$ cat src/rtl/core/assert_macros.svh
// Assertion helpers; bodies vanish when SYNTHESIS is defined.
`ifndef ASSERT_MACROS_SVH
`define ASSERT_MACROS_SVH

`ifndef SYNTHESIS
`define ASSERT_IMPL(lbl, clk, rst, a, b) \
  lbl: assert property (@(posedge clk) disable iff (rst) (a) |-> (b)) \
    else $error("assertion failed: same-cycle implication");
`define ASSERT_NEXT(lbl, clk, rst, a, b) \
  lbl: assert property (@(posedge clk) disable iff (rst) (a) |=> (b)) \
    else $error("assertion failed: next-cycle implication");
`else
`define ASSERT_IMPL(lbl, clk, rst, a, b)
`define ASSERT_NEXT(lbl, clk, rst, a, b)
`endif

`endif

$ cat src/rtl/core/i2cm_pkg.sv
package i2cm_pkg;

  typedef struct packed {
    logic       cmd_start;
    logic       opcode;
    logic [7:0] slave_addr;
    logic [7:0] reg_addr;
    logic [7:0] byte_count;
    logic [7:0] wr_data;
    logic       sda_in;
  } in_t;

  typedef struct packed {
    logic       scl;
    logic       sda;
    logic       take_data;
    logic [7:0] rd_data;
    logic       rd_valid;
    logic       busy_res;
    logic       done_res;
    logic       nack;
  } out_t;

  // queue entry: raw tick plus what the front works out ahead of time
  typedef struct packed {
    in_t        item;
    logic       is_cmd;
    logic [7:0] slave_inc;
  } entry_t;

  typedef struct packed {
    logic q_valid;
    logic q_full;
  } q_status_t;

  typedef enum logic [13:0] {
    ST_IDLE      = 14'b00000000000001,
    ST_START     = 14'b00000000000010,
    ST_SLAVE     = 14'b00000000000100,
    ST_ACK_SLAVE = 14'b00000000001000,
    ST_REG       = 14'b00000000010000,
    ST_ACK_REG   = 14'b00000000100000,
    ST_RESTART   = 14'b00000001000000,
    ST_SLAVE_RD  = 14'b00000010000000,
    ST_ACK_RD    = 14'b00000100000000,
    ST_DATA      = 14'b00001000000000,
    ST_ACK_DATA  = 14'b00010000000000,
    ST_READ      = 14'b00100000000000,
    ST_MACK      = 14'b01000000000000,
    ST_STOP      = 14'b10000000000000
  } stage_t;

  // register index, taken from paddr[2]
  localparam logic REG_ABORT_ON_NACK = 1'b0;

endpackage

$ cat src/rtl/core/i2cm_front.sv
module i2cm_front (
  input  logic                clk,
  input  logic                rst,
  input  logic                in_valid,
  output logic                in_stall,
  input  i2cm_pkg::in_t       in_item,
  input  logic                pop,
  output i2cm_pkg::entry_t    q_head,
  output i2cm_pkg::q_status_t q_status
);

  i2cm_pkg::entry_t slot0;
  i2cm_pkg::entry_t slot1;
  i2cm_pkg::entry_t push_entry;
  logic             wr_ptr;
  logic             rd_ptr;
  logic [1:0]       count;
  logic             push;

  assign in_stall = (count == 2'd2);
  assign push     = in_valid && !in_stall;

  always_comb begin
    push_entry.item      = in_item;
    push_entry.is_cmd    = in_item.cmd_start;
    push_entry.slave_inc = in_item.slave_addr + 8'd1;
  end

  always_ff @(posedge clk) begin
    if (push && !wr_ptr) begin
      slot0 <= push_entry;
    end
    if (push && wr_ptr) begin
      slot1 <= push_entry;
    end
  end

  always_ff @(posedge clk) begin
    if (rst) begin
      wr_ptr <= 1'b0;
      rd_ptr <= 1'b0;
      count  <= 2'd0;
    end else begin
      if (push) begin
        wr_ptr <= !wr_ptr;
      end
      if (pop) begin
        rd_ptr <= !rd_ptr;
      end
      count <= count + {1'b0, push} - {1'b0, pop};
    end
  end

  assign q_head           = rd_ptr ? slot1 : slot0;
  assign q_status.q_valid = (count != 2'd0);
  assign q_status.q_full  = in_stall;

endmodule

$ cat src/rtl/core/i2cm_back.sv
module i2cm_back #(
  parameter int COUNT_BITS = 8
) (
  input  logic             clk,
  input  logic             rst,
  input  logic             abort_on_nack,
  input  logic             pop,
  input  i2cm_pkg::entry_t entry,
  output logic             out_valid,
  input  logic             out_stall,
  output i2cm_pkg::out_t   out_item
);

  i2cm_pkg::stage_t      stage, stage_next;
  logic [1:0]            phase, phase_next;
  logic [2:0]            bit_index, bit_index_next;
  logic [7:0]            shift_byte, shift_byte_next;
  logic [COUNT_BITS-1:0] bytes_left, bytes_left_next;
  logic [7:0]            saved_slave, saved_slave_next;
  logic [7:0]            saved_slave_inc, saved_slave_inc_next;
  logic [7:0]            saved_reg, saved_reg_next;
  logic                  is_read, is_read_next;
  logic                  ack_seen, ack_seen_next;
  logic [1:0]            line_levels;
  logic [7:0]            shift_sel;
  logic [COUNT_BITS-1:0] count_dec;
  i2cm_pkg::out_t        res;

  assign count_dec = bytes_left - COUNT_BITS'(1);

  always_comb begin
    stage_next           = stage;
    phase_next           = phase;
    bit_index_next       = bit_index;
    shift_byte_next      = shift_byte;
    bytes_left_next      = bytes_left;
    saved_slave_next     = saved_slave;
    saved_slave_inc_next = saved_slave_inc;
    saved_reg_next       = saved_reg;
    is_read_next         = is_read;
    ack_seen_next        = ack_seen;
    shift_sel            = shift_byte;
    res                  = '0;
    res.scl              = 1'b1;
    res.sda              = 1'b1;
    res.busy_res         = 1'b1;

    case (stage)
      i2cm_pkg::ST_START, i2cm_pkg::ST_RESTART: begin
        res.scl = !phase[1];
        res.sda = (phase == 2'd0);
        if (phase[1]) begin
          shift_byte_next = (stage == i2cm_pkg::ST_START) ? saved_slave : saved_slave_inc;
          stage_next      = (stage == i2cm_pkg::ST_START) ? i2cm_pkg::ST_SLAVE
                                                          : i2cm_pkg::ST_SLAVE_RD;
          phase_next      = 2'd0;
          bit_index_next  = 3'd0;
        end else begin
          phase_next = phase + 2'd1;
        end
      end
      i2cm_pkg::ST_SLAVE, i2cm_pkg::ST_REG, i2cm_pkg::ST_SLAVE_RD,
      i2cm_pkg::ST_DATA: begin
        if (stage == i2cm_pkg::ST_DATA && phase == 2'd0 && bit_index == 3'd0) begin
          shift_sel     = entry.item.wr_data;
          res.take_data = 1'b1;
        end
        res.sda = shift_sel[7];
        res.scl = (phase == 2'd1);
        if (phase[1]) begin
          shift_byte_next = {shift_sel[6:0], 1'b0};
          phase_next      = 2'd0;
          if (bit_index == 3'd7) begin
            bit_index_next = 3'd0;
            case (stage)
              i2cm_pkg::ST_SLAVE:    stage_next = i2cm_pkg::ST_ACK_SLAVE;
              i2cm_pkg::ST_REG:      stage_next = i2cm_pkg::ST_ACK_REG;
              i2cm_pkg::ST_SLAVE_RD: stage_next = i2cm_pkg::ST_ACK_RD;
              default:               stage_next = i2cm_pkg::ST_ACK_DATA;
            endcase
          end else begin
            bit_index_next = bit_index + 3'd1;
          end
        end else begin
          shift_byte_next = shift_sel;
          phase_next      = phase + 2'd1;
        end
      end
      i2cm_pkg::ST_ACK_SLAVE, i2cm_pkg::ST_ACK_REG, i2cm_pkg::ST_ACK_RD,
      i2cm_pkg::ST_ACK_DATA: begin
        res.scl = (phase == 2'd1) || (phase == 2'd2);
        if (phase == 2'd2 && entry.item.sda_in) begin
          ack_seen_next = 1'b1;
        end
        if (phase == 2'd3) begin
          phase_next     = 2'd0;
          bit_index_next = 3'd0;
          // sticky flag: a NACK ignored earlier still aborts once enabled
          if (abort_on_nack && ack_seen) begin
            stage_next = i2cm_pkg::ST_STOP;
          end else begin
            case (stage)
              i2cm_pkg::ST_ACK_SLAVE: begin
                shift_byte_next = saved_reg;
                stage_next      = i2cm_pkg::ST_REG;
              end
              i2cm_pkg::ST_ACK_REG: begin
                stage_next = is_read ? i2cm_pkg::ST_RESTART : i2cm_pkg::ST_DATA;
              end
              i2cm_pkg::ST_ACK_RD: begin
                stage_next = i2cm_pkg::ST_READ;
              end
              default: begin
                bytes_left_next = count_dec;
                stage_next = (count_dec == '0) ? i2cm_pkg::ST_STOP : i2cm_pkg::ST_DATA;
              end
            endcase
          end
        end else begin
          phase_next = phase + 2'd1;
        end
      end
      i2cm_pkg::ST_READ: begin
        if (phase == 2'd0) begin
          res.scl         = 1'b1;
          shift_byte_next = {shift_byte[6:0], entry.item.sda_in};
          phase_next      = 2'd1;
        end else begin
          res.scl    = 1'b0;
          phase_next = 2'd0;
          if (bit_index == 3'd7) begin
            res.rd_data    = shift_byte;
            res.rd_valid   = 1'b1;
            stage_next     = i2cm_pkg::ST_MACK;
            bit_index_next = 3'd0;
          end else begin
            bit_index_next = bit_index + 3'd1;
          end
        end
      end
      i2cm_pkg::ST_MACK: begin
        res.sda = (bytes_left == COUNT_BITS'(1));
        res.scl = (phase == 2'd1);
        if (phase[1]) begin
          bytes_left_next = count_dec;
          stage_next      = (count_dec == '0) ? i2cm_pkg::ST_STOP : i2cm_pkg::ST_READ;
          phase_next      = 2'd0;
          bit_index_next  = 3'd0;
        end else begin
          phase_next = phase + 2'd1;
        end
      end
      i2cm_pkg::ST_STOP: begin
        res.scl = (phase != 2'd0);
        res.sda = phase[1];
        if (phase[1]) begin
          res.done_res   = 1'b1;
          res.nack       = ack_seen;
          stage_next     = i2cm_pkg::ST_IDLE;
          phase_next     = 2'd0;
          bit_index_next = 3'd0;
        end else begin
          phase_next = phase + 2'd1;
        end
      end
      default: begin
        // idle; the command tick is already the first START tick
        stage_next = i2cm_pkg::ST_IDLE;
        if (entry.is_cmd) begin
          is_read_next         = entry.item.opcode;
          saved_slave_next     = entry.item.slave_addr;
          saved_slave_inc_next = entry.slave_inc;
          saved_reg_next       = entry.item.reg_addr;
          bytes_left_next      = COUNT_BITS'(entry.item.byte_count);
          ack_seen_next        = 1'b0;
          stage_next           = i2cm_pkg::ST_START;
          phase_next           = 2'd1;
          bit_index_next       = 3'd0;
        end else begin
          res.busy_res = 1'b0;
          res.scl      = line_levels[1];
          res.sda      = line_levels[0];
        end
      end
    endcase
  end

  always_ff @(posedge clk) begin
    if (rst) begin
      stage           <= i2cm_pkg::ST_IDLE;
      phase           <= 2'd0;
      bit_index       <= 3'd0;
      shift_byte      <= 8'd0;
      bytes_left      <= '0;
      saved_slave     <= 8'd0;
      saved_slave_inc <= 8'd0;
      saved_reg       <= 8'd0;
      is_read         <= 1'b0;
      ack_seen        <= 1'b0;
      line_levels     <= 2'b11;
    end else if (pop) begin
      stage           <= stage_next;
      phase           <= phase_next;
      bit_index       <= bit_index_next;
      shift_byte      <= shift_byte_next;
      bytes_left      <= bytes_left_next;
      saved_slave     <= saved_slave_next;
      saved_slave_inc <= saved_slave_inc_next;
      saved_reg       <= saved_reg_next;
      is_read         <= is_read_next;
      ack_seen        <= ack_seen_next;
      line_levels     <= {res.scl, res.sda};
    end
  end

  always_ff @(posedge clk) begin
    if (rst) begin
      out_valid <= 1'b0;
    end else if (pop) begin
      out_valid <= 1'b1;
    end else if (!out_stall) begin
      out_valid <= 1'b0;
    end
  end

  always_ff @(posedge clk) begin
    if (pop) begin
      out_item <= res;
    end
  end

endmodule

$ cat src/rtl/core/i2c_master_register_access_unit.sv
// A tick accepted at the input is written into a queue slot, and from there into the
// output register when the sequencer pops it.
// One tick per clock is taken unless a full queue or an output stall holds it; the sequencer
// steps its state once per popped queue entry. A two-entry queue sits between the input side
// and the sequencer, the output register after it. Reset (synchronous, active high):
// sequencer idle, queue empty, lines released high, abort_on_nack set to 1.
`include "assert_macros.svh"

module i2c_master_register_access_unit #(
  parameter int COUNT_BITS = 8
) (
  input  logic           clk,
  input  logic           rst,
  input  logic           in_valid,
  output logic           in_stall,
  input  i2cm_pkg::in_t  in_item,
  output logic           out_valid,
  input  logic           out_stall,
  output i2cm_pkg::out_t out_item,
  input  logic           psel,
  input  logic           penable,
  input  logic           pwrite,
  input  logic [2:0]     paddr,
  input  logic [31:0]    pwdata,
  output logic [31:0]    prdata,
  output logic           pready
);

  i2cm_pkg::entry_t    q_head;
  i2cm_pkg::q_status_t q_status;
  logic                pop;
  logic                abort_on_nack;

  assign pready = 1'b1;
  assign prdata = (paddr[2] == i2cm_pkg::REG_ABORT_ON_NACK) ? {31'd0, abort_on_nack} : 32'd0;

  always_ff @(posedge clk) begin
    if (rst) begin
      abort_on_nack <= 1'b1;
    end else if (psel && penable && pwrite && pready &&
                 paddr[2] == i2cm_pkg::REG_ABORT_ON_NACK) begin
      abort_on_nack <= pwdata[0];
    end
  end

  // step the sequencer whenever the queue holds an entry and the output slot is free or being drained
  assign pop = q_status.q_valid && (!out_valid || !out_stall);

  i2cm_front u_front (
    .clk      (clk),
    .rst      (rst),
    .in_valid (in_valid),
    .in_stall (in_stall),
    .in_item  (in_item),
    .pop      (pop),
    .q_head   (q_head),
    .q_status (q_status)
  );

  i2cm_back #(
    .COUNT_BITS (COUNT_BITS)
  ) u_back (
    .clk           (clk),
    .rst           (rst),
    .abort_on_nack (abort_on_nack),
    .pop           (pop),
    .entry         (q_head),
    .out_valid     (out_valid),
    .out_stall     (out_stall),
    .out_item      (out_item)
  );

  `ASSERT_IMPL(a_full_has_head, clk, rst, q_status.q_full, q_status.q_valid)
  `ASSERT_NEXT(a_pop_fills_out, clk, rst, pop, out_valid)
  `ASSERT_IMPL(a_done_is_busy, clk, rst, out_valid && out_item.done_res, out_item.busy_res)
  `ASSERT_IMPL(a_take_rd_excl, clk, rst, out_valid, !(out_item.take_data && out_item.rd_valid))

endmodule

$ cat config.mk
export PLATFORM = sky130hd
export DESIGN_NAME = i2c_master_register_access_unit
export DESIGN_NICKNAME = d
export VERILOG_FILES = /design/src/rtl/core/i2cm_pkg.sv /design/src/rtl/core/i2cm_front.sv /design/src/rtl/core/i2cm_back.sv /design/src/rtl/core/i2c_master_register_access_unit.sv
export VERILOG_INCLUDE_DIRS = /design/src /design/src/rtl/core
export SDC_FILE = /design/constraint.sdc
export NUM_CORES = 1
export LEC_CHECK = 0
export BUFFER_PORTS_ARGS = -buffer_cell sky130_fd_sc_hd__buf_2
export CAP_MARGIN = 20
export CORE_MARGIN = 2
export CORE_UTILIZATION = 57
export CTS_CLUSTER_SIZE = 10
export DETAILED_ROUTE_END_ITERATION = 10
export PLACE_DENSITY = 0.89
export SLEW_MARGIN = 20
export SYNTH_ARGS = -nofsm -noshare
export SYNTH_HDL_FRONTEND = slang
export SYNTH_SLANG_ARGS = --single-unit
$ cat constraint.sdc
create_clock -name clk -period 3.7 [get_ports clk]
set_input_delay 0.185 -clock clk [delete_from_list [all_inputs] [get_ports clk]]
set_output_delay 0.185 -clock clk [all_outputs]
set_load 0.01 [all_outputs]
-- After elaboration in Yosys (flattened, before gate mapping)
Index checks and enable logic that the tools add are counted.
- word-level logic and storage cells: 195
- output and inout port bits: 50
- bits of input ports: 77
- bits in registers: 170
- reduce and logical (&&, ||, !) cells: 50
- $add $sub $neg: 6
- bitwise logic cells: 6
- mux-type cells: 59
- equality and inequality tests: 34
- operators by type and width (cell ; number):
    $mux 14 ; 11
    $mux 8 ; 14
    $pmux 14 s6 ; 1
    $mux 43 ; 1
    $pmux 14 s3 ; 1
    $pmux 11 s3 ; 1
    $pmux 8 s4 ; 1
    $ne 2x1->1 const B ; 12
    $pmux 8 s3 ; 1
    $mux 3 ; 6
    $reduce_or 8->1 ; 2
    $eq 14x10->1 const B ; 1
    $eq 14x11->1 const B ; 1
    $eq 14x12->1 const B ; 1
    $eq 14x13->1 const B ; 1
    $eq 14x14->1 const B ; 1
    $eq 14x2->1 const B ; 1
    $eq 14x3->1 const B ; 1
    $eq 14x4->1 const B ; 1
    $eq 14x5->1 const B ; 1
    $eq 14x6->1 const B ; 1
    $eq 14x7->1 const B ; 1
    $eq 14x8->1 const B ; 1
    $eq 14x9->1 const B ; 1
    41 further kinds ; 91

-- Logic depth before layout (Yosys ltp)
- depth after elaboration: 7
- depth in mapped cells: 11
- depth with buffers taken out: 9

-- Hierarchy
Synthesis repeated with hierarchy kept, for this count alone.
- cells, all modules: 742
- area, all modules: 8221.6 um^2
- modules (own cells, without submodules) (module ; times used ; seq. area each (um^2) ; area each (um^2) ; cells each):
    i2cm_back ; 1 ; 1731.7 ; 4450.5 ; 525
    i2cm_front ; 1 ; 2662.6 ; 3448.3 ; 176
    i2c_master_register_access_unit ; 1 ; 20.0 ; 322.8 ; 41

-- Least setup slack after synthesis
OpenSTA, ideal clock, no wires.
- path type: flip-flop to flip-flop
- start point: register u_front.count[0]
- end point: register u_front.slot0[0] (netlist bit), enable pin
- buffers on the path: 0
- stages on the path, launching flop included: 5
- library setup time: 443 ps
- slack: 892 ps
- data arrival time: 2365 ps
- data required time: 3257 ps
- period minus slack after synthesis: 2808 ps
- cell sequence: dfxtp_1 inv_1 nand2_1 nand2_1 nor2_1
- longest elaborated chain between the ends: 4
- RTL lines (element ; line ; RTL):
    from (decl) ; i2cm_front.sv:17 ; logic [1:0] count;
    from (signal assigned) ; i2cm_front.sv:50 ; count <= count + {1'b0, push} - {1'b0, pop};
    $eq 2x2->1 ; i2cm_front.sv:20 ; assign in_stall = (count == 2'd2);
    $logic_not 1->1 ; i2cm_front.sv:21 ; assign push = in_valid && !in_stall;
    $logic_and 1x1->1 ; i2cm_front.sv:21 ;
    $logic_and 1x1->1 ; i2cm_front.sv:30 ; if (push && !wr_ptr) begin
    to (signal assigned) ; i2cm_front.sv:31 ; slot0 <= push_entry;
    to (decl) ; i2cm_front.sv:12 ; i2cm_pkg::entry_t slot0;
Every way passes these cells.
A chain may end at the register's enable or synchronous reset.

-- Worst setup path after layout
- start point: register u_back.stage[10]
- end point: register u_back.shift_byte[1]
- longest elaborated chain between the ends: 6
- elaborated cells between the ends (all ways): 28
- classes of those cells: eq/ne: 16; mux: 5; reduce/logical: 7
- RTL lines (element ; line ; RTL):
    from (decl) ; i2cm_back.sv:14 ; i2cm_pkg::stage_t stage, stage_next;
    from (signal assigned) ; i2cm_back.sv:190 ; stage <= i2cm_pkg::ST_IDLE;
    from (signal assigned) ; i2cm_back.sv:202 ; stage <= stage_next;
    $eq 14x10->1 ; i2cm_back.sv:48, i2cm_back.sv:64 ;
    $logic_and 1x1->1 (2 in series) ; i2cm_back.sv:64 ; if (stage == i2cm_pkg::ST_DATA && phase == 2'd0 && bit_index == 3'd0) begin
    $mux 8 ; i2cm_back.sv:64 ;
    $mux 8 ; i2cm_back.sv:70 ; if (phase[1]) begin
    $pmux 8 s4 ; i2cm_back.sv:48 ; case (stage)
    to (signal assigned) ; i2cm_back.sv:205 ; shift_byte <= shift_byte_next;
    to (decl) ; i2cm_back.sv:17 ; logic [7:0] shift_byte, shift_byte_next;
Several ways; a longest one is shown, not always the timed one. The select of a mux whose other input is x is not followed.

==> summary.md <==
| Metric | Value |
|---|---|
| Residual DRC count | `0` |
| TritonCTS clock tree | `built` |
| Switching pwr | `0.00207 W` |
| Switching share of power | `0.333` |
| Status | `completed` |
| Main flop type after synthesis | `edfxtp_1` |
| Drt first-iter violations | `522` |
| Synth Warn # | `0` |
| Clock-pin slew on the worst setup and hold paths | `0.07 ns` |
| Post-synth ARST share | `0` |
| IO Port Bufs | `61` |
| Detail Route Antenna Nets | `0` |
| Combinational share of power | `0.270` |
| Cell mode on critical path | `nor4_2` |
| R2R Path Start | `u_back.stage[10]` |
| CTS Root Cell | `clkbuf_16` |
| F_max | `305 MHz` |
| First-pass GRT wire length | `about 28 mm` |
| Arrival time worst endpoint | `~3.6 ns` |
| GRT Overall Usage | `0.244` |
| Layout fillers | `988` |
| Synth-to-layout area growth | `15.7%` |
| Height of the die | `124 µm` |
| Initial Utilization | `0.588` |
| Worst hold start | `out_stall` |
| Crit path required time | `4.05 ns` |
| CP peak stage delay | `0.87 ns` |
| Layout Cell Area excl Fill | `9520 µm²` |
| Vias/cell | `roughly 6` |
| Pint | `just over 0.004 W` |
| Antenna Cells | `0` |
| Setup repair bufs after CTS | `0` |
| Largest net degree at the start of global routing | `64` |
| Largest regs | `u_front.slot0: 43 flops, u_front.slot1: 43 flops, u_back.out_item: 15 flops` |
| Nature of the critical path startpoint | `flip-flop` |
| Vias in the first global route | `5714` |
| Max clock buf depth | `2` |
| Share of cells above drive strength 1 | `0.181` |
| HP Class | `in2reg` |
| Max-Slew Margin vs Limit | `0.293` |
| Final Wtd Congestion | `0.919` |
| Core region area | `around 14000 µm²` |
| Initial antenna violation count | `0` |
| Fin crit share | `0.888` |
| CP Launch Point | `u_back.stage[10]` |
| Post-synth EDFFs | `101` |
| Seq pwr share | `0.419` |
| Synth unique cells | `73` |
| 1st-pass router iterations | `5` |
| Register area | `4420 µm²` |
| Worst slew pin tran | `approximately 1.1 ns` |
| Final setup fails | `0` |
| Worst setup path class | `reg2reg` |
| CTS sink cnt | `170` |
| RSZ-0062 raised after global routing | `no` |
| Layout net count | `910` |
| CP Capture Type | `flip-flop` |
| H-tree depth | `4` |
| Wirelength per Cell | `17.9 µm` |
| P_leak | `3.57 nW` |
| # rows | `43` |
| Die Area | `15400 µm²` |
| Critical path, cell by cell | `nor4_2 -> nand2_1 -> o311ai_2 -> buf_4 -> nor4_2 -> a211o_4 -> a211o_2 -> o21ai_0` |
| Global route overflow | `0` |
| CP max FO | `16` |
| Clk pwr share | `0.310` |
| Clock latency on the worst-skew pair | `0.43 ns` |
| Die Wd | `124 µm` |
| Dpl hpwl | `11.1 mm` |
| Flops & latches, synth | `170` |
| Reg2reg path depth | `8` |
| Io pins | `127` |
| Area of the multi-input gates | `about 3400 µm²` |
| Area post-placement | `8510 µm²` |
| PwrDens | `653 nW/µm²` |
| Synth Instances | `736` |
| Setup TNS Final | `0 ns` |
| Critical path's slowest cell | `nor4_2` |
| Vias | `6015` |
| Final wirelength | `between 15 and 20 mm` |
| Max cap viols | `0` |
| Max IR drop VDD | `approximately 0.43 mV` |
| Final Hold Viols | `0` |
| Clock skew | `0.00865 ns` |
| Max Slew Vio Count | `0` |
| Hold Crit Depth | `3` |
| CTS Buf Count | `17` |
| Fin crit period | `3.28 ns` |
| Average cell area after synthesis | `11.2 µm²` |
| Seq/Total Area, Yosys | `0.536` |
| Mapped cell area | `8230 µm²` |
worst max-delay path, delay by kind of cell, from the launching register on:
family | cells | cell delay [ns]
buffers and inverters | 1 | 0.31
AND/OR/NAND/NOR | 3 | 1.21
flip-flops | 1 | 0.38
AO/OA/AOI/OAI | 4 | 1.29
power groups by stage:
| stage | Combinational (W) | Sequential (W) | Clock, W |
|---|---|---|---|
| after detailed placement | 0.00161 | 0.00264 | 0 |
| after floorplan | 0.00121 | 0.00262 | 0 |
| after global routing | 0.00183 | 0.00265 | 0.00202 |
| after global placement | 0.00156 | 0.00261 | 0 |
| after CTS | 0.00166 | 0.00260 | 0.00194 |
| final | 0.00168 | 0.00261 | 0.00193 |
cell usage in the layout (no fill, tap or decap), types with 6 or more instances in the layout:
cell,n
a221o_1,6
nor3_1,20
buf_2,61
dlygate4sd3_1,36
nor2b_1,10
edfxtp_1,101
xor2_1,8
clkbuf_16,17
nor2_1,52
dfxtp_1,68
xnor2_1,7
nand3_1,17
buf_4,11
mux2_2,11
nand4_1,15
inv_1,17
mux2i_1,58
o21ai_0,26
nand2_1,46
nor4_1,8
ha_1,14
a21oi_1,38
and3_1,12
a211oi_1,27
conb_1,32
area by class of cell:
| cell class | instances | share of cell area |
|---|---|---|
| clock buffer | 17 | 0.0447 |
| clock inverter | 15 | 0.0234 |
| inverter | 19 | 0.00749 |
| multi-input combinational | 503 | 0.358 |
| sequential | 170 | 0.464 |
| tap | 180 | 0.0237 |
| timing repair buffer | 108 | 0.0786 |
final timing paths:
check                                       endpoint  slack (ns)
worst max-delay path            u_back.shift_byte[1]        0.42
worst min-delay path                u_back.out_valid        0.04
worst max register to register  u_back.shift_byte[1]        0.42
worst min register to register      u_back.out_valid        0.49
Yosys cell counts, drive strengths merged (7+ instances only):
cell    count  area (µm²)
a211o       8        85.1
and3       14        92.6
nor3       23         125
buf        59         419
nand2      47         179
dfxtp      69        1380
nand4      15        93.8
clkbuf     15        56.3
o21ai      30         154
edfxtp    101        3030
ha         14         175
a21oi      38         190
nor4       14         143
mux2i      58         581
a211oi     27         203
xor2        8        70.1
mux2       11         124
nor2       55         211
nor2b      10        62.6
nand3      18        95.1
inv        18        67.6
xnor2       7        61.3
routing by layer:
metal / up-vias / part of all wire / track usage
li1: 2855 / - / -
met2: 275 / 0.50 / 0.403
met3: 42 / 0.069 / 0.0485
met1: 2843 / 0.41 / 0.308
met5: - / 0 / 0
met4: 0 / 0.028 / 0.114
per-stage QoR:
step	setup WS [ns]	instances	utilization	power, W	hold slack, ns
after floorplan	0.892	766	-	0.00383	0.284
after global placement	0.645	944	0.608	0.00417	0.373
after detailed placement	0.567	944	0.608	0.00425	0.376
after CTS	0.506	1012	0.680	0.00619	0.0279
after global routing	0.306	1012	0.681	0.00650	0.0418
final	0.416	1012	0.681	0.00622	0.0431
cell families (layout without fill, tap and decap cells):
logic type	after synthesis	count (layout)	share of synthesized area
multiplexers	69	69	0.0856
XOR/XNOR	15	15	0.0160
buffers and inverters	93	159	0.0665
AND/OR/NAND/NOR	230	230	0.153
AO/OA/AOI/OAI	143	143	0.120
flip-flops	170	170	0.536
adder cells (fa/ha/maj)	14	14	0.0213
other	2	32	0.000913
what timing repair did:
| item | CTS | global route |
|---|---|---|
| endpoints found under the hold margin | 71 | 0 |
| resized for setup | 0 | 0 |
| hold buffers | 36 | 0 |
No activity file was read; power rests on OpenSTA's default activity.
